<file path="src/design/alsnap_pkg.sv">
`timescale 1ns / 1ps
`default_nettype none

package alsnap_pkg;

  localparam int CFG_IDX_W  = 3;
  localparam int CFG_DATA_W = 32;

  // Configuration register indexes
  typedef enum logic [CFG_IDX_W-1:0] {
    REG_VIEW_X      = 3'd0,
    REG_VIEW_Y      = 3'd1,
    REG_VIEW_WIDTH  = 3'd2,
    REG_VIEW_HEIGHT = 3'd3,
    REG_FB_WIDTH    = 3'd4,
    REG_FB_HEIGHT   = 3'd5
  } alsnap_reg_e;

  typedef struct packed {
    logic signed [31:0] from_x;
    logic signed [31:0] from_y;
    logic signed [31:0] to_x;
    logic signed [31:0] to_y;
    logic [15:0]        line_thickness;
  } alsnap_in_t;

  typedef struct packed {
    logic signed [31:0] rect_x;
    logic signed [31:0] rect_y;
    logic [30:0]        rect_w;
    logic [30:0]        rect_h;
    logic               drawn;
  } alsnap_out_t;

  typedef struct packed {
    logic signed [31:0] view_x;
    logic signed [31:0] view_y;
    logic signed [31:0] view_width;
    logic signed [31:0] view_height;
    logic [14:0]        fb_width;
    logic [14:0]        fb_height;
  } alsnap_cfg_t;

  // Classified command handed from front to back
  typedef struct packed {
    logic        drawn;
    logic        vert;
    logic [31:0] origin;
    logic [30:0] ext;
    logic [14:0] pix;
    logic [31:0] other;
    logic [30:0] len;
    logic [48:0] prod;   // (p - origin) * pix
    logic [39:0] pe;     // pixels * extent
  } alsnap_cmd_t;

endpackage

`default_nettype wire

</file>
<file path="src/design/alsnap_front.sv">
`timescale 1ns / 1ps
`default_nettype none

// Accept a segment, classify it and form the first products.
module alsnap_front
  import alsnap_pkg::*;
(
  input  wire logic        clk_i,
  input  wire logic        rst_ni,
  input  wire alsnap_cfg_t cfg_i,
  input  wire logic        in_valid_i,
  output logic             in_stall_o,
  input  wire alsnap_in_t  in_data_i,
  input  wire logic        full_i,
  output logic             push_o,
  output alsnap_cmd_t      cmd_o
);

  logic        f1_v_q;
  alsnap_cmd_t cmd_q, cmd_d;

  logic        vert, horiz, view_ok;
  logic [16:0] th_sum;
  logic [8:0]  px;
  logic [31:0] p, org, a, b;
  logic [32:0] diff, dab, mag;
  logic signed [48:0] diff_x, pix_x;

  always_comb begin
    vert    = in_data_i.from_x == in_data_i.to_x;
    horiz   = in_data_i.from_y == in_data_i.to_y;
    view_ok = !cfg_i.view_width[31] && (cfg_i.view_width != '0) &&
              !cfg_i.view_height[31] && (cfg_i.view_height != '0) &&
              (cfg_i.fb_width != '0) && (cfg_i.fb_height != '0);

    // round thickness half up, at least one pixel
    th_sum = {1'b0, in_data_i.line_thickness} + 17'd128;
    px     = (th_sum[16:8] == '0) ? 9'd1 : th_sum[16:8];

    // pick the snapped axis
    p   = vert ? in_data_i.from_x : in_data_i.from_y;
    org = vert ? cfg_i.view_x : cfg_i.view_y;
    a   = vert ? in_data_i.from_y : in_data_i.from_x;
    b   = vert ? in_data_i.to_y : in_data_i.to_x;

    cmd_d.drawn = view_ok && (in_data_i.line_thickness != '0) &&
                  (vert ? !horiz : horiz);
    cmd_d.vert  = vert;
    cmd_d.origin = org;
    cmd_d.ext   = vert ? cfg_i.view_width[30:0] : cfg_i.view_height[30:0];
    cmd_d.pix   = vert ? cfg_i.fb_width : cfg_i.fb_height;

    // other edge and saturated length
    cmd_d.other = ($signed(a) < $signed(b)) ? a : b;
    dab = {a[31], a} - {b[31], b};
    mag = dab[32] ? 33'(-dab) : dab;
    cmd_d.len = (mag[32:31] != '0) ? '1 : mag[30:0];

    diff   = {p[31], p} - {org[31], org};
    diff_x = {{16{diff[32]}}, diff};
    pix_x  = {34'd0, cmd_d.pix};
    cmd_d.prod = 49'(diff_x * pix_x);
    cmd_d.pe   = 40'(px) * 40'(cmd_d.ext);
  end

  assign in_stall_o = f1_v_q && full_i;
  assign push_o     = f1_v_q && !full_i;
  assign cmd_o      = cmd_q;

  always_ff @(posedge clk_i or negedge rst_ni) begin
    if (!rst_ni) begin
      f1_v_q <= 1'b0;
    end else if (!in_stall_o) begin
      f1_v_q <= in_valid_i;
    end
  end

  always_ff @(posedge clk_i) begin
    if (in_valid_i && !in_stall_o) begin
      cmd_q <= cmd_d;
    end
  end

endmodule

`default_nettype wire

</file>
<file path="config.mk">
export PLATFORM = sky130hd
export DESIGN_NAME = alsnap_front
export DESIGN_NICKNAME = d
export VERILOG_FILES = /design/src/design/alsnap_pkg.sv /design/src/design/alsnap_front.sv
export SDC_FILE = /design/constraint.sdc
export NUM_CORES = 2
export LEC_CHECK = 0
export BUFFER_PORTS_ARGS = -buffer_cell sky130_fd_sc_hd__buf_2
export CORE_AREA = 2 2 302 304
export CTS_BUF_LIST = sky130_fd_sc_hd__clkbuf_8
export CTS_CLUSTER_SIZE = 8
export DETAILED_ROUTE_END_ITERATION = 8
export DIE_AREA = 0 0 304 306
export PLACE_DENSITY = 0.74
export SYNTH_ARGS = -nofsm -noshare
export SYNTH_HDL_FRONTEND = slang
export SYNTH_SLANG_ARGS = --single-unit
</file>
<file path="constraint.sdc">
create_clock -name clk_i -period 32.3 [get_ports clk_i]
set_clock_uncertainty 0.05 [all_clocks]
set_input_delay 4.845 -clock clk_i [delete_from_list [all_inputs] [get_ports clk_i]]
set_output_delay 4.845 -clock clk_i [all_outputs]
set_load 0.01 [all_outputs]
</file>
==> run summary <==
PostCTS Resize Cnt = 0
Area growth, synth to finish = 12.7%
Detail Route Antenna Nets = 0
Commonest cells post-synth = inv_1, fa_1, nand2_1
DIE HEIGHT = 306 um
total negative setup slack = 0 ns
CTS root buffer = clkbuf_8
top cell type's share of synthesized area = 33.6%
fin area = 45,200 um^2
Seq/Total Area, Yosys = 17.4%
drt initial violations = 2,879
cts hold-fix bufs = 0
DIE WIDTH = 304 um
H-tree depth = 2
unrepaired setup endpoints after global routing = false
nets = 6,027
Core Region = 89,600 um^2
critical path arrival = 17.82 ns
# port buffers = 539
Crit path largest cell delay = 0.79 ns
Wirelength per Cell = 22.4 um
Final Hold Viols = 0
fmax = 57.3 MHz
startpoint types = input pin
# IOs = 540
Final Setup Violations = 0
GRT Util Overall = 29.1%
pin count of the biggest net entering global routing = 66
unique cell type count in the Yosys netlist = 75
Post CTS Setup Buffer Count = 0
clock transition at the registers of the reported paths = 0.06 ns
CP max stage cell = buf_4
fin crit period = 17.45 ns
number of flops mapped to enable cells by yosys = 232
final worst-path cycle share = 54.0%
drc violations = 0
MaxCap Viol Count = 0
Mapped Avg Cell Area = 9.32 um^2
Hold/Removal Path Class = flip-flop to flip-flop
Synth Net Count = 5,528
die area = 93,000 um^2
Clk Latency, worst-skew pair = 0.69 ns
Rel. slew slack = 14.2%
Tightest Pin Transition = 1.28 ns
fin. max-slew vios = 0
Yosys warning count = 0
Avg Vias per Cell = 5.54
share of cells above drive strength 1 = 16.4%
Detailed Route WL = 135 mm
dominant cell type by area after synthesis = fa_1
GPL Wtd Cong = 0.995
Max clock buf depth = 3
Setup CP Type = input pin to flip-flop
DR pass1 iterations = 6
Crit. End Element = flip-flop
Netlist Area Pre-Place = 40,100 um^2
status = complete, no violations
row count = 110
effective utilization at floorplan = 44.8%
CTS tree = done
vias in the first global route = 34,100
crit-path max FO = 55
Area after DPL = 44,300 um^2
CTS Sinks = 233
Yosys reg bits = 233
Most common cell on crit path = fa_1
Overflow after GRT = 0
fraction of registers with async set/reset = 0.429%
most common cell in the netlist = inv_1
CTS Buf Count = 46
Post-DP HPWL = 110 mm
cells after synthesis = 4,306
initial antenna violation count = 11
Synth area leaders = fa_1, edfxtp_1, ha_1
ys flop type = edfxtp_1
via count = 33,400
Critical Path RT = 32.67 ns
global-route wire length before repair = 205 mm
-- layout make-up --
type,instances,area (um^2)
inverters,808,3030
well taps,1176,1470
diodes,5,12.5
clock inverters,36,243
fillers,8365,44400
repair buffers,593,3100
flip-flops and latches,233,6990
multi-input cells,3123,29700
clock buffers,47,647
-- layer usage --
metal  wire length, um  up-vias  GRT usage [%]
met5                54        -              0
met1             53400    16400           38.3
met2             59300     1873           45.1
met4              7180        8           13.1
li1                  -    14800              -
met3             14800      333           7.95
-- cells by family after synthesis --
| family | share of synthesized area (%) |
|---|---|
| mux | 4.73 |
| compound gates | 8.76 |
| simple gates | 13.4 |
| buf+inv | 8.96 |
| fa+ha+maj | 41.2 |
| xor+xnor | 5.61 |
| flops | 17.4 |
-- worst max-delay path: cells and delay by family --
family | cells | cell delay, ns
fa+ha+maj | 9 | 4.12
compound gates | 13 | 3.88
simple gates | 9 | 2.49
buf+inv | 6 | 1.14
xor+xnor | 3 | 0.93
mux | 1 | 0.32
-- flip-flops by register name, indices dropped and copies added, names as in the netlist --
name,flops
f1_v_q,1
cmd_o,232
-- metrics by stage --
stage | setup slack [ns] | hold slack [ns] | utilization (%) | std cells
2_1_floorplan | 15.83 | 0.604 | - | 4306
3_3_place_gp | 14.61 | 0.616 | 49.4 | 5933
3_5_place_dp | 14.27 | 0.630 | 49.4 | 5933
4_1_cts | 14.92 | 0.645 | 50.4 | 6016
5_1_grt | 14.08 | 0.681 | 50.5 | 6021
6_report | 14.85 | 0.645 | 50.5 | 6021
-- worst paths after layout --
path | startpoint | endpoint | slack (ns) | cells past startpoint
max | in_data_i[142] | cmd_o[88] | 14.85 | 41
min | f1_v_q | f1_v_q | 0.64 | 2
max reg2reg | f1_v_q | cmd_o[153] | 29.32 | 4
min reg2reg | f1_v_q | f1_v_q | 0.64 | 2
max in group asynchronous | rst_ni | f1_v_q | 28.25 | 1
min in group asynchronous | rst_ni | f1_v_q | 3.87 | 1
-- layout by cell type (no fill, tap or decap), drive strengths merged, types with 30 or more instances in the layout --
| cell | Yosys | layout |
|---|---|---|
| ha | 243 | 243 |
| nor4 | 49 | 49 |
| fa | 673 | 673 |
| a31oi | 30 | 30 |
| buf | 25 | 593 |
| mux2 | 65 | 65 |
| xnor2 | 122 | 122 |
| nor3 | 43 | 43 |
| clkbuf | 117 | 47 |
| a21o | 72 | 72 |
| and2 | 33 | 33 |
| mux2i | 116 | 116 |
| a21oi | 161 | 161 |
| xor2 | 135 | 135 |
| inv | 802 | 815 |
| o21ai | 109 | 109 |
| nand2 | 518 | 518 |
| nand2b | 33 | 33 |
| nor2 | 421 | 421 |
| edfxtp | 232 | 232 |
Power is not shown: default switching activity piles up to over one toggle a cycle in this logic, so the estimate is an artifact.
