===== src/design/alsnap_pkg.sv =====
`timescale 1ns / 1ps
`default_nettype none

package alsnap_pkg;

  localparam int CFG_IDX_W  = 3;
  localparam int CFG_DATA_W = 32;

  // Configuration register indexes
  typedef enum logic [CFG_IDX_W-1:0] {
    REG_VIEW_X      = 3'd0,
    REG_VIEW_Y      = 3'd1,
    REG_VIEW_WIDTH  = 3'd2,
    REG_VIEW_HEIGHT = 3'd3,
    REG_FB_WIDTH    = 3'd4,
    REG_FB_HEIGHT   = 3'd5
  } alsnap_reg_e;

  typedef struct packed {
    logic signed [31:0] from_x;
    logic signed [31:0] from_y;
    logic signed [31:0] to_x;
    logic signed [31:0] to_y;
    logic [15:0]        line_thickness;
  } alsnap_in_t;

  typedef struct packed {
    logic signed [31:0] rect_x;
    logic signed [31:0] rect_y;
    logic [30:0]        rect_w;
    logic [30:0]        rect_h;
    logic               drawn;
  } alsnap_out_t;

  typedef struct packed {
    logic signed [31:0] view_x;
    logic signed [31:0] view_y;
    logic signed [31:0] view_width;
    logic signed [31:0] view_height;
    logic [14:0]        fb_width;
    logic [14:0]        fb_height;
  } alsnap_cfg_t;

  // Classified command handed from front to back
  typedef struct packed {
    logic        drawn;
    logic        vert;
    logic [31:0] origin;
    logic [30:0] ext;
    logic [14:0] pix;
    logic [31:0] other;
    logic [30:0] len;
    logic [48:0] prod;   // (p - origin) * pix
    logic [39:0] pe;     // pixels * extent
  } alsnap_cmd_t;

endpackage

`default_nettype wire


===== src/design/alsnap_fifo.sv =====
`timescale 1ns / 1ps
`default_nettype none

// Short command queue between front and back.
module alsnap_fifo
  import alsnap_pkg::*;
(
  input  wire logic        clk_i,
  input  wire logic        rst_ni,
  input  wire logic        push_i,
  input  wire alsnap_cmd_t data_i,
  output logic             full_o,
  input  wire logic        pop_i,
  output alsnap_cmd_t      data_o,
  output logic             empty_o
);

  localparam int Depth = 4;
  localparam int PtrW  = $clog2(Depth);
  localparam int CntW  = $clog2(Depth + 1);

  alsnap_cmd_t   mem_q [Depth];
  logic [PtrW-1:0] wr_q, rd_q;
  logic [CntW-1:0] cnt_q;

  assign full_o  = cnt_q == CntW'(Depth);
  assign empty_o = cnt_q == '0;
  assign data_o  = mem_q[rd_q];

  // advance pointers and count
  always_ff @(posedge clk_i or negedge rst_ni) begin
    if (!rst_ni) begin
      wr_q  <= '0;
      rd_q  <= '0;
      cnt_q <= '0;
    end else begin
      if (push_i) wr_q <= wr_q + 1'b1;
      if (pop_i)  rd_q <= rd_q + 1'b1;
      if (push_i && !pop_i) cnt_q <= cnt_q + 1'b1;
      else if (pop_i && !push_i) cnt_q <= cnt_q - 1'b1;
    end
  end

  always_ff @(posedge clk_i) begin
    if (push_i) begin
      mem_q[wr_q] <= data_i;
    end
  end

endmodule

`default_nettype wire


===== config.mk =====
export PLATFORM = sky130hd
export DESIGN_NAME = alsnap_fifo
export DESIGN_NICKNAME = d
export VERILOG_FILES = /design/src/design/alsnap_pkg.sv /design/src/design/alsnap_fifo.sv
export SDC_FILE = /design/constraint.sdc
export NUM_CORES = 1
export LEC_CHECK = 0
export BUFFER_PORTS_ARGS = -buffer_cell sky130_fd_sc_hd__buf_2
export CORE_MARGIN = 2
export CORE_UTILIZATION = 55
export CTS_CLUSTER_SIZE = 8
export DETAILED_ROUTE_END_ITERATION = 6
export PLACE_DENSITY = 0.74
export SLEW_MARGIN = 10
export SYNTH_ARGS = -nofsm -noshare
export SYNTH_HDL_FRONTEND = slang
export SYNTH_SLANG_ARGS = --single-unit

===== constraint.sdc =====
create_clock -name clk_i -period 7.2 [get_ports clk_i]
set_input_delay 1.44 -clock clk_i [delete_from_list [all_inputs] [get_ports clk_i]]
set_output_delay 1.44 -clock clk_i [all_outputs]
set_load 0.02 [all_outputs]

==> results.yml, run 1 <==
status:
  status: "finished, final reports clean"
synth:
  yosysTopAreaCellShare: 0.823
  ys_warn_count: 0
  syn_area_per_cell_um2: 27.2
  synth_top_family_by_area: "multiplexers"
  synthCells: 1246
  synthMuxAreaShare: 0.155
  ys_ff_latch: 935
  synth_xor_area_frac: 0.00155
  synthesis.area_um2: 33900
  syn_nets: 1488
  synth_fa_ha_area_frac: 0.00244
  ys_seq_area_frac: 0.828
  synth_largest_area_cell: "edfxtp_1"
  yosys.area_share.simple: 0.00144
  synth_compound_area_frac: 0.000148
  synth_area_leaders: "edfxtp_1, mux4_2, buf_6, dfrtp_1, buf_2"
  ys_types: 18
critical_path:
  max_stage_delay_ns: 0.67
  regToRegSetupSlack_ns: 4.38
  r2r-end: "mem_q[0][124]$_DFFE_PP_"
  cp_max_fo: 112
  r2r_cells: 4
  path_cells: "buf_12, mux4_2, buf_2"
  critical-path-top-delay-family: "buffers and inverters"
  critical_path_buf_inv_count: 2
  rr_startpoint: "wr_q[0]$_DFFE_PN0P_"
  start_kind: "register"
  crit_slowest_cell: "dfrtp_4"
  critPathKind: "reg -> out"
  end_kind: "output pin"
  cp_data_required_time_ns: 5.76
  critPathArrivalTime_ns: 3.06
hold_path:
  hold_depth: 1
  hold_path_class: "reg -> reg"
  whs_endpoint: "cnt_q[2]$_DFFE_PN0P_"
  holdCritStartpoint: "cnt_q[2]$_DFFE_PN0P_"
drt:
  wirelength_um: 68800
  drt-wirelength-per-cell_um: 26.1
  detail-route-antenna-nets: 0
  drt_iter0_markers: 1100
  vias: 15395
  route.detailed.drc: 0
  drt_first_pass_iters: 5
  viasPerCell: 5.85
placed_design:
  dp.cells: 2458
  place_congestion: 0.752
  hpwl_um: 39000
  portBuffers: 469
power_and_ir_drop:
  power_leakage_nw: 13.9
  vdd_drop_max_mv: 0.354
  total_power_w: 0.0182
  p_per_area_nw_per_um2: 448
sta:
  max-slew-margin-rel: 0.252
  worst_hold_slack_ns: 0.517
  final.setup.tns_ns: 0
  slew_violations: 0
  hold_violations: 0
  clock_skew_ns: 0.0201
  setup-violations-final: 0
  finalCriticalPeriod_ns: 4.50
  worst_pin_slew_ns: 1.12
  rsz0062_at_grt: "false"
  fmax_ghz: 0.222
  fin_crit_sh: 0.625
clock_network:
  post_cts_resize_count: 0
  htreeDepth: 4
  cts_buffer_depth: 3
  insertion_delay_ns: 0.71
  postCtsSetupBuffers: 0
  clockRootBuffer: "clkbuf_16"
  cts.sinks: 935
  cts_tree: "yes"
  cts_buffers: 134
  cts.clk_slew.worst_paths_ns: 0.05
  cts_hold_buf: 0
floorplan:
  die_y_um: 252
  ios: 470
  die_w_um: 252
  start_util: 0.559
  rows: 90
  coreArea_um2: 60600
  die-area_um2: 63600
layout:
  nets: 2054
  final_cells: 2632
  final_util: 0.672
  layout-drive-gt1-share: 0.473
  area_growth_pct: 20.2
global_routing:
  grt_first_pass_wirelength_um: 101000
  grt_usage: 0.218
  grt_max_degree: 141
  overflow: 0
  first_global_vias: 16366
  antenna_found_initial: 20
run:
  maxCapViolCount: 0
==> layout by cell type, fill, tap and decap left out, drive strengths merged <==
cell | netlist | final
ha | 5 | 5
mux4 | 232 | 232
clkbuf | 6 | 149
nor3 | 1 | 1
mux2 | 1 | 1
xnor2 | 2 | 2
nor2 | 1 | 1
dfrtp | 7 | 7
clkinv | 0 | 6
fa | 1 | 1
inv | 4 | 12
xor2 | 4 | 4
o21ai | 1 | 1
diode | 0 | 11
buf | 46 | 482
edfxtp | 928 | 928
nand2 | 2 | 2
and2 | 4 | 4
nor3b | 1 | 1
==> cell usage after synthesis <==
| cell | number |
|---|---|
| nand2_1 | 2 |
| nor3_1 | 1 |
| edfxtp_1 | 928 |
| mux2_2 | 1 |
| nor2_1 | 1 |
| clkbuf_1 | 6 |
| dfrtp_1 | 7 |
| buf_6 | 19 |
| inv_1 | 4 |
| ha_1 | 5 |
| fa_1 | 1 |
| mux4_2 | 232 |
| nor3b_1 | 1 |
| xnor2_1 | 2 |
| o21ai_0 | 1 |
| buf_2 | 27 |
| xor2_1 | 4 |
| and2_1 | 4 |
==> stage by stage <==
step	cell area [µm²]	worst slack, ns
global route	40700	2.48
CTS	40700	2.60
global placement	37000	3.36
detailed placement	37000	3.38
floorplan	33900	2.46
finish	40700	2.70
==> area by class of cell <==
type / count / area, µm²
antenna: 11 / 27.5
multi-input combinational: 255 / 5440
clock inverter: 14 / 218
sequential: 935 / 28000
inverter: 4 / 15.0
fill: 3699 / 19900
timing repair buffer: 482 / 2530
tap: 782 / 978
clock buffer: 149 / 3430
==> report_power, final <==
| part | switching (W) | leakage, nW | internal [W] | total, W |
|---|---|---|---|---|
| Clock | 0.00212 | 1.78 | 0.00335 | 0.00547 |
| Combinational | 0.00326 | 3.53 | 0.00206 | 0.00532 |
| Sequential | 0.000297 | 8.60 | 0.00714 | 0.00744 |
==> logic make-up after synthesis <==
kind of cell,count (synthesis)
AOI/OAI and AO/OA,1
DFF,935
adders and majority gates,6
buffers and inverters,56
xor gates and xnor gates,6
muxes,233
and+or+nand+nor,9
==> how the worst max path moves through the flow <==
stage | from | endpoint | slack (ns) | cells after the start
final | rd_q[0]$_DFFE_PN0P_ | data_o[131] | 2.70 | 3
after global routing | rd_q[0]$_DFFE_PN0P_ | data_o[171] | 2.48 | 3
after CTS | rd_q[0]$_DFFE_PN0P_ | data_o[197] | 2.60 | 3
after detailed placement | rd_q[0]$_DFFE_PN0P_ | data_o[131] | 3.38 | 3
after global placement | rd_q[0]$_DFFE_PN0P_ | data_o[124] | 3.36 | 3
after floorplan | push_i | mem_q[3][0]$_DFFE_PP_ | 2.46 | 1
==> sequential cells by signal (all words and copies together), names as in the netlist <==
| signal | count |
|---|---|
| mem_q | 928 |
| cnt_q | 3 |
| wr_q | 2 |
| rd_q | 2 |
==> layer usage <==
metal	vias up	routed length (µm)	share of wire	global-route usage
met5	-	146	0.0021	0
met4	24	1830	0.027	0.0820
met3	141	6350	0.092	0.0789
met2	658	35000	0.51	0.350
met1	8020	25500	0.37	0.275
li1	6552	-	-	-
Power figures use the tool's default switching activity.
==> inputs of run 2 (changes only) <==
--- a/config.mk
+++ b/config.mk
@@ -5,12 +5,13 @@
 export SDC_FILE = /design/constraint.sdc
 export NUM_CORES = 1
 export LEC_CHECK = 0
+export ABC_AREA = 1
 export BUFFER_PORTS_ARGS = -buffer_cell sky130_fd_sc_hd__buf_2
 export CORE_MARGIN = 2
 export CORE_UTILIZATION = 55
 export CTS_CLUSTER_SIZE = 8
 export DETAILED_ROUTE_END_ITERATION = 6
-export PLACE_DENSITY = 0.74
+export PLACE_DENSITY = 0.73
 export SLEW_MARGIN = 10
 export SYNTH_ARGS = -nofsm -noshare
 export SYNTH_HDL_FRONTEND = slang
==> constraint.sdc (replaced) <==
create_clock -name clk_i -period 4.15 [get_ports clk_i]
set_input_delay 0.83 -clock clk_i [delete_from_list [all_inputs] [get_ports clk_i]]
set_output_delay 0.83 -clock clk_i [all_outputs]
set_load 0.02 [all_outputs]
==> run 2 against run 1 <==
Register-to-register slack worse by 2.6 ns. Worst setup slack lost 2.2 ns. Largest cell class unchanged. Critical path type unchanged. Global-route usage rose by 2.6 points. Via count rose by 47%. Largest power group unchanged.
==> results.yml, run 2 <==
drt:
  detail-route-antenna-nets: 0
  drt_iter0_markers: 2018
  drt-wirelength-per-cell_um: 20.1
  drt_first_pass_iters: 5
  vias: 22699
  viasPerCell: 5.45
  wirelength_um: 83800
  route.detailed.drc: 0
floorplan:
  rows: 94
  coreArea_um2: 66100
  start_util: 0.558
  die_y_um: 263
  die-area_um2: 69100
  ios: 470
  die_w_um: 263
synth:
  syn_nets: 2996
  ys_types: 18
  ys_ff_latch: 935
  async_flop_share: 0.00749
  syn_area_per_cell_um2: 13.4
  synth_edf_count: 928
  synthCells: 2754
  synth_largest_area_cell: "edfxtp_1"
  yosysMostFrequentCell: "edfxtp_1"
  ys_seq_area_frac: 0.761
  yosys-top-cells-count: "edfxtp_1, nand2_1, inv_1"
  synth_area_leaders: "edfxtp_1, o211ai_1, nand2_1, inv_1, buf_2"
  ys_warn_count: 0
  synth_flop_cell: "edfxtp_1"
  synthesis.area_um2: 36900
  yosysTopAreaCellShare: 0.756
sta:
  max-slew-margin-rel: 0.365
  fin_crit_sh: 0.878
  rsz0062_at_grt: "false"
  setup_ws_ns: 0.507
  clock_skew_ns: 0.0202
  finalCriticalPeriod_ns: 3.64
  slew_violations: 0
  fmax_ghz: 0.274
  worst_hold_slack_ns: 0.352
  hold_violations: 0
  setup-violations-final: 0
  worst_pin_slew_ns: 0.953
critical_path:
  path_cells: "inv_8, buf_12, o211ai_1, nand2_1, buf_2"
  crit_path_start: "rd_q[1]$_DFFE_PN0P_"
  cp.depth: 5
  r2r-end: "mem_q[1][117]$_DFFE_PP_"
  critical_path_buf_inv_count: 3
  cp_data_required_time_ns: 3.32
  r2r_cells: 6
  start_kind: "register"
  critPathKind: "reg -> out"
  crit_slowest_cell: "dfrtp_4"
  critPathArrivalTime_ns: 2.81
  end_kind: "output pin"
  crit_end: "data_o[181]"
  max_stage_delay_ns: 0.70
  critical-path-top-delay-family: "buffers and inverters"
  rr_startpoint: "wr_q[1]$_DFFE_PN0P_"
  cp_max_fo: 72
  regToRegSetupSlack_ns: 1.75
clock_network:
  cts_buffer_depth: 3
  cts.sinks: 935
  cts_tree: "yes"
  cts_buffers: 135
  insertion_delay_ns: 0.69
  htreeDepth: 4
  post_cts_resize_count: 0
  cts.clk_slew.worst_paths_ns: 0.05
  clockRootBuffer: "clkbuf_16"
layout:
  largest_reg_flops: 928
  layout-drive-gt1-share: 0.207
  area_growth_pct: 19.6
  multi_input_area_um2: 6320
  top_regs: "mem_q x928, cnt_q x3"
  mostFrequentLayoutCells: "edfxtp_1, nand2_1, inv_1"
  top_register: "mem_q"
  fin_area_um2: 44100
  nFillCells: 4483
  layout_commonest_cell: "edfxtp_1"
  nets: 3499
  seq_area_um2: 28000
global_routing:
  overflow: 0
  grt_first_pass_wirelength_um: 129000
  first_global_vias: 22966
  grt_max_degree: 129
  grt_usage: 0.243
  antenna_found_initial: 23
power_and_ir_drop:
  clkPwrFrac: 0.281
  total_power_w: 0.0348
  power_switching_share: 0.368
  power_leakage_nw: 17.7
  internal-power_w: 0.0220
  p_per_area_nw_per_um2: 788
  p_sw_w: 0.0128
  p_seq_frac: 0.373
  power_frac_comb: 0.347
  vdd_drop_max_mv: 0.482
placed_design:
  portBuffers: 469
  place_congestion: 0.828
  hpwl_um: 51200
  dpl_worst_slack_ns: 1.21
  postPlaceCellArea_um2: 40300
run:
  maxCapViolCount: 0
status:
  status: "finished, final reports clean"
hold_path:
  hold_path_class: "in -> reg"
==> run 2: cell count changes in the layout (fill, tap and decap cells not counted), sizes merged, moves of 9 or more <==
| cell | previous run | this run |
|---|---|---|
| nand2 | 2 | 709 |
| inv | 12 | 476 |
| o211ai | 0 | 464 |
| mux4 | 232 | 0 |
| buf | 482 | 520 |
| clkbuf | 149 | 158 |
==> run 2: metrics by stage <==
step,std cells,TNS [ns],util
finish,4163,0,0.667
global route,4159,0,0.667
CTS,4151,0,0.666
detailed placement,3983,0,0.610
global placement,3983,0,0.610
floorplan,2754,-680.38,-
==> run 2: logic make-up after synthesis <==
group | synth area share
DFF | 0.761
xor gates and xnor gates | 0.000951
buffers and inverters | 0.0685
AOI/OAI and AO/OA | 0.0946
and+or+nand+nor | 0.0728
adders and majority gates | 0.00224
==> run 2: worst min-delay path by stage <==
stage                     slack, ns                 start  cells past startpoint               endpoint
after floorplan                0.46  cnt_q[2]$_DFFE_PN0P_                      2   cnt_q[2]$_DFFE_PN0P_
after global placement         0.48  cnt_q[2]$_DFFE_PN0P_                      2   cnt_q[2]$_DFFE_PN0P_
after detailed placement       0.51  cnt_q[2]$_DFFE_PN0P_                      2   cnt_q[2]$_DFFE_PN0P_
after CTS                      0.29             data_i[7]                      1  mem_q[2][7]$_DFFE_PP_
after global routing           0.32             data_i[7]                      1  mem_q[2][7]$_DFFE_PP_
final                          0.35             data_i[7]                      1  mem_q[2][7]$_DFFE_PP_
==> run 2: routing by layer <==
metal	routed length, µm	track usage	vias up
met5	129	0	-
met2	42900	0.414	808
met4	2890	0.109	22
met1	31700	0.287	11043
li1	-	-	10617
met3	6180	0.0721	209
==> run 2: power groups by stage <==
stage	sequential [W]	clock [W]	combinational [W]
finish	0.0129	0.00975	0.0121
global route	0.0131	0.0103	0.0131
floorplan	0.0131	0	0.00797
detailed placement	0.0131	0	0.0121
global placement	0.0130	0	0.0118
CTS	0.0130	0.00991	0.0122
==> run 2: worst register-to-register path: stages, from the launching register on <==
cell and delay [ns]:
dfrtp_1 0.40, inv_1 0.10, ha_1 0.20, nand2_4 0.06, clkinvlp_4 0.11, buf_4 0.48, buf_4 0.63
==> run 2: final cells by class <==
cell class | instances | share of cell area
Antenna cell | 12 | 0.000681
Sequential cell | 935 | 0.636
Tap cell | 864 | 0.0245
Clock inverter | 9 | 0.00301
Multi-Input combinational cell | 1188 | 0.143
Inverter | 476 | 0.0410
Timing Repair Buffer | 521 | 0.0690
Clock buffer | 158 | 0.0820
==> run 2: repair_timing <==
action | 4_1_cts | 5_1_grt
setup buffers | 0 | 0
hold endpoints to repair | 7 | 0
hold buffers | 1 | 0
==> inputs of run 3 (changes only) <==
--- a/config.mk
+++ b/config.mk
@@ -11,7 +11,7 @@
 export CORE_UTILIZATION = 55
 export CTS_CLUSTER_SIZE = 8
 export DETAILED_ROUTE_END_ITERATION = 6
-export PLACE_DENSITY = 0.73
+export PLACE_DENSITY_LB_ADDON = 0.1
 export SLEW_MARGIN = 10
 export SYNTH_ARGS = -nofsm -noshare
 export SYNTH_HDL_FRONTEND = slang
==> run 3 against run 2 <==
Utilization is 0.17 points lower. Highest routed layer unchanged. Largest cell class unchanged. First-iteration DRC count decreased by 21%. Die area stayed put.
==> results.yml, run 3 (synthesized netlist as in run 2, its figures left out) <==
clock_network:
  cts.sinks: 935
  cts_buffer_depth: 3
  cts_buffers: 134
  htreeDepth: 4
  clockRootBuffer: "clkbuf_16"
  insertion_delay_ns: 0.69
  cts.clk_slew.worst_paths_ns: 0.05
  cts_tree: "yes"
  postCtsSetupBuffers: 0
sta:
  slew_violations: 0
  worst_pin_slew_ns: 0.956
  setup-violations-final: 0
  max-slew-margin-rel: 0.363
  clock_skew_ns: 0.0199
  setup_ws_ns: 0.666
  rsz0062_at_grt: "false"
  hold_violations: 0
  fin_crit_sh: 0.839
  finalCriticalPeriod_ns: 3.48
  fmax_ghz: 0.287
critical_path:
  start_kind: "register"
  cp_data_required_time_ns: 3.32
  critPathKind: "reg -> out"
  critPathArrivalTime_ns: 2.65
  cp_max_fo: 168
  end_kind: "output pin"
layout:
  largest_reg_flops: 928
  nFillCells: 4631
  area_growth_pct: 19.3
  fin_area_um2: 44000
  multi_input_area_um2: 6320
  top_regs: "mem_q x928, cnt_q x3"
  top_register: "mem_q"
  seq_area_um2: 28000
  layout_commonest_cell: "edfxtp_1"
  mostFrequentLayoutCells: "edfxtp_1, nand2_1, inv_1"
  nets: 3495
  layout-drive-gt1-share: 0.206
run:
  maxCapViolCount: 0
placed_design:
  portBuffers: 469
  postPlaceCellArea_um2: 40300
  place_congestion: 0.793
  dpl_worst_slack_ns: 1.26
  hpwl_um: 48000
drt:
  viasPerCell: 5.31
  detail-route-antenna-nets: 0
  vias: 22106
  drt-wirelength-per-cell_um: 19.3
  route.detailed.drc: 0
  drt_iter0_markers: 1603
  drt_first_pass_iters: 7
  wirelength_um: 80300
power_and_ir_drop:
  clkPwrFrac: 0.275
  total_power_w: 0.0344
  power_switching_share: 0.368
  p_seq_frac: 0.373
  power_leakage_nw: 17.6
  vdd_drop_max_mv: 0.686
  p_per_area_nw_per_um2: 783
  internal-power_w: 0.0218
  p_sw_w: 0.0127
  power_frac_comb: 0.352
global_routing:
  first_global_vias: 21634
  grt_max_degree: 169
  gr-max-usage-layer: "met2"
  antenna_found_initial: 38
  grt_first_pass_wirelength_um: 122000
  overflow: 0
  grt_usage: 0.232
  use_met2: 0.385
  grtUsageMet1: 0.280
  use_met3: 0.0690
floorplan:
  rows: 94
  die-area_um2: 69100
  coreArea_um2: 66100
  ios: 470
  die_w_um: 263
  start_util: 0.558
  die_y_um: 263
hold_path:
  hold_path_class: "in -> reg"
status:
  status: "finished, final reports clean"
run 3: cell types whose count changed in the layout (fill, tap and decap cells not counted), sizes merged:
cell / before / now
buf: 520 / 517
clkinv: 3 / 1
diode: 12 / 20
clkbuf: 158 / 151
inv: 476 / 479
clkinvlp: 5 / 4
bufinv: 1 / 0
run 3: metal layers:
| metal | share of wire | up-vias |
|---|---|---|
| li1 | - | 10611 |
| met1 | 0.39 | 10702 |
| met2 | 0.51 | 582 |
| met3 | 0.067 | 179 |
| met4 | 0.031 | 32 |
| met5 | 0.0027 | - |
run 3: worst paths after layout:
check                                      from                 endpoint  slack (ns)  depth (start not counted)
max in group asynchronous                rst_ni      rd_q[1]$_DFFE_PN0P_        3.39                          2
setup reg to reg            wr_q[0]$_DFFE_PN0P_  mem_q[2][120]$_DFFE_PP_        1.64                          5
min in group asynchronous                rst_ni      wr_q[1]$_DFFE_PN0P_        0.57                          2
hold reg to reg            cnt_q[2]$_DFFE_PN0P_     cnt_q[2]$_DFFE_PN0P_        0.54                          2
setup / recovery            rd_q[0]$_DFFE_PN0P_              data_o[126]        0.67                          4
hold / removal                      data_i[136]  mem_q[0][136]$_DFFE_PP_        0.35                          1
run 3: what timing repair did:
action	in CTS	in global routing
resized for setup	0	0
endpoints found under the hold margin	7	0
hold buffers	1	0
run 3: critical path, cell delays in order, from the launching register on:
cell and delay (ns):
dfrtp_4 0.77, buf_12 0.56, o211ai_1 0.21, nand2_1 0.12, buf_2 0.18
run 3: per-stage QoR:
step | hold WS (ns) | std cells | TNS, ns | util
floorplan | 0.463 | 2754 | -680.38 | -
global placement | 0.492 | 3980 | 0 | 0.610
detailed placement | 0.526 | 3980 | 0 | 0.610
CTS | 0.286 | 4140 | 0 | 0.664
global route | 0.307 | 4158 | 0 | 0.665
finish | 0.347 | 4160 | 0 | 0.665
run 3: layout make-up:
class | count | area share
Sequential cell | 935 | 0.638
Multi-Input combinational cell | 1188 | 0.144
Clock buffer | 151 | 0.0797
Timing Repair Buffer | 518 | 0.0692
Inverter | 476 | 0.0412
Tap cell | 864 | 0.0246
Clock inverter | 8 | 0.00253
Antenna cell | 20 | 0.00114
run 3: power by group through the flow:
stage	Clock, W	Combinational [W]	Sequential (W)
6_report	0.00948	0.0121	0.0128
5_1_grt	0.0101	0.0132	0.0130
4_1_cts	0.00968	0.0123	0.0128
3_5_place_dp	0	0.0122	0.0130
3_3_place_gp	0	0.0121	0.0129
2_1_floorplan	0	0.00797	0.0131
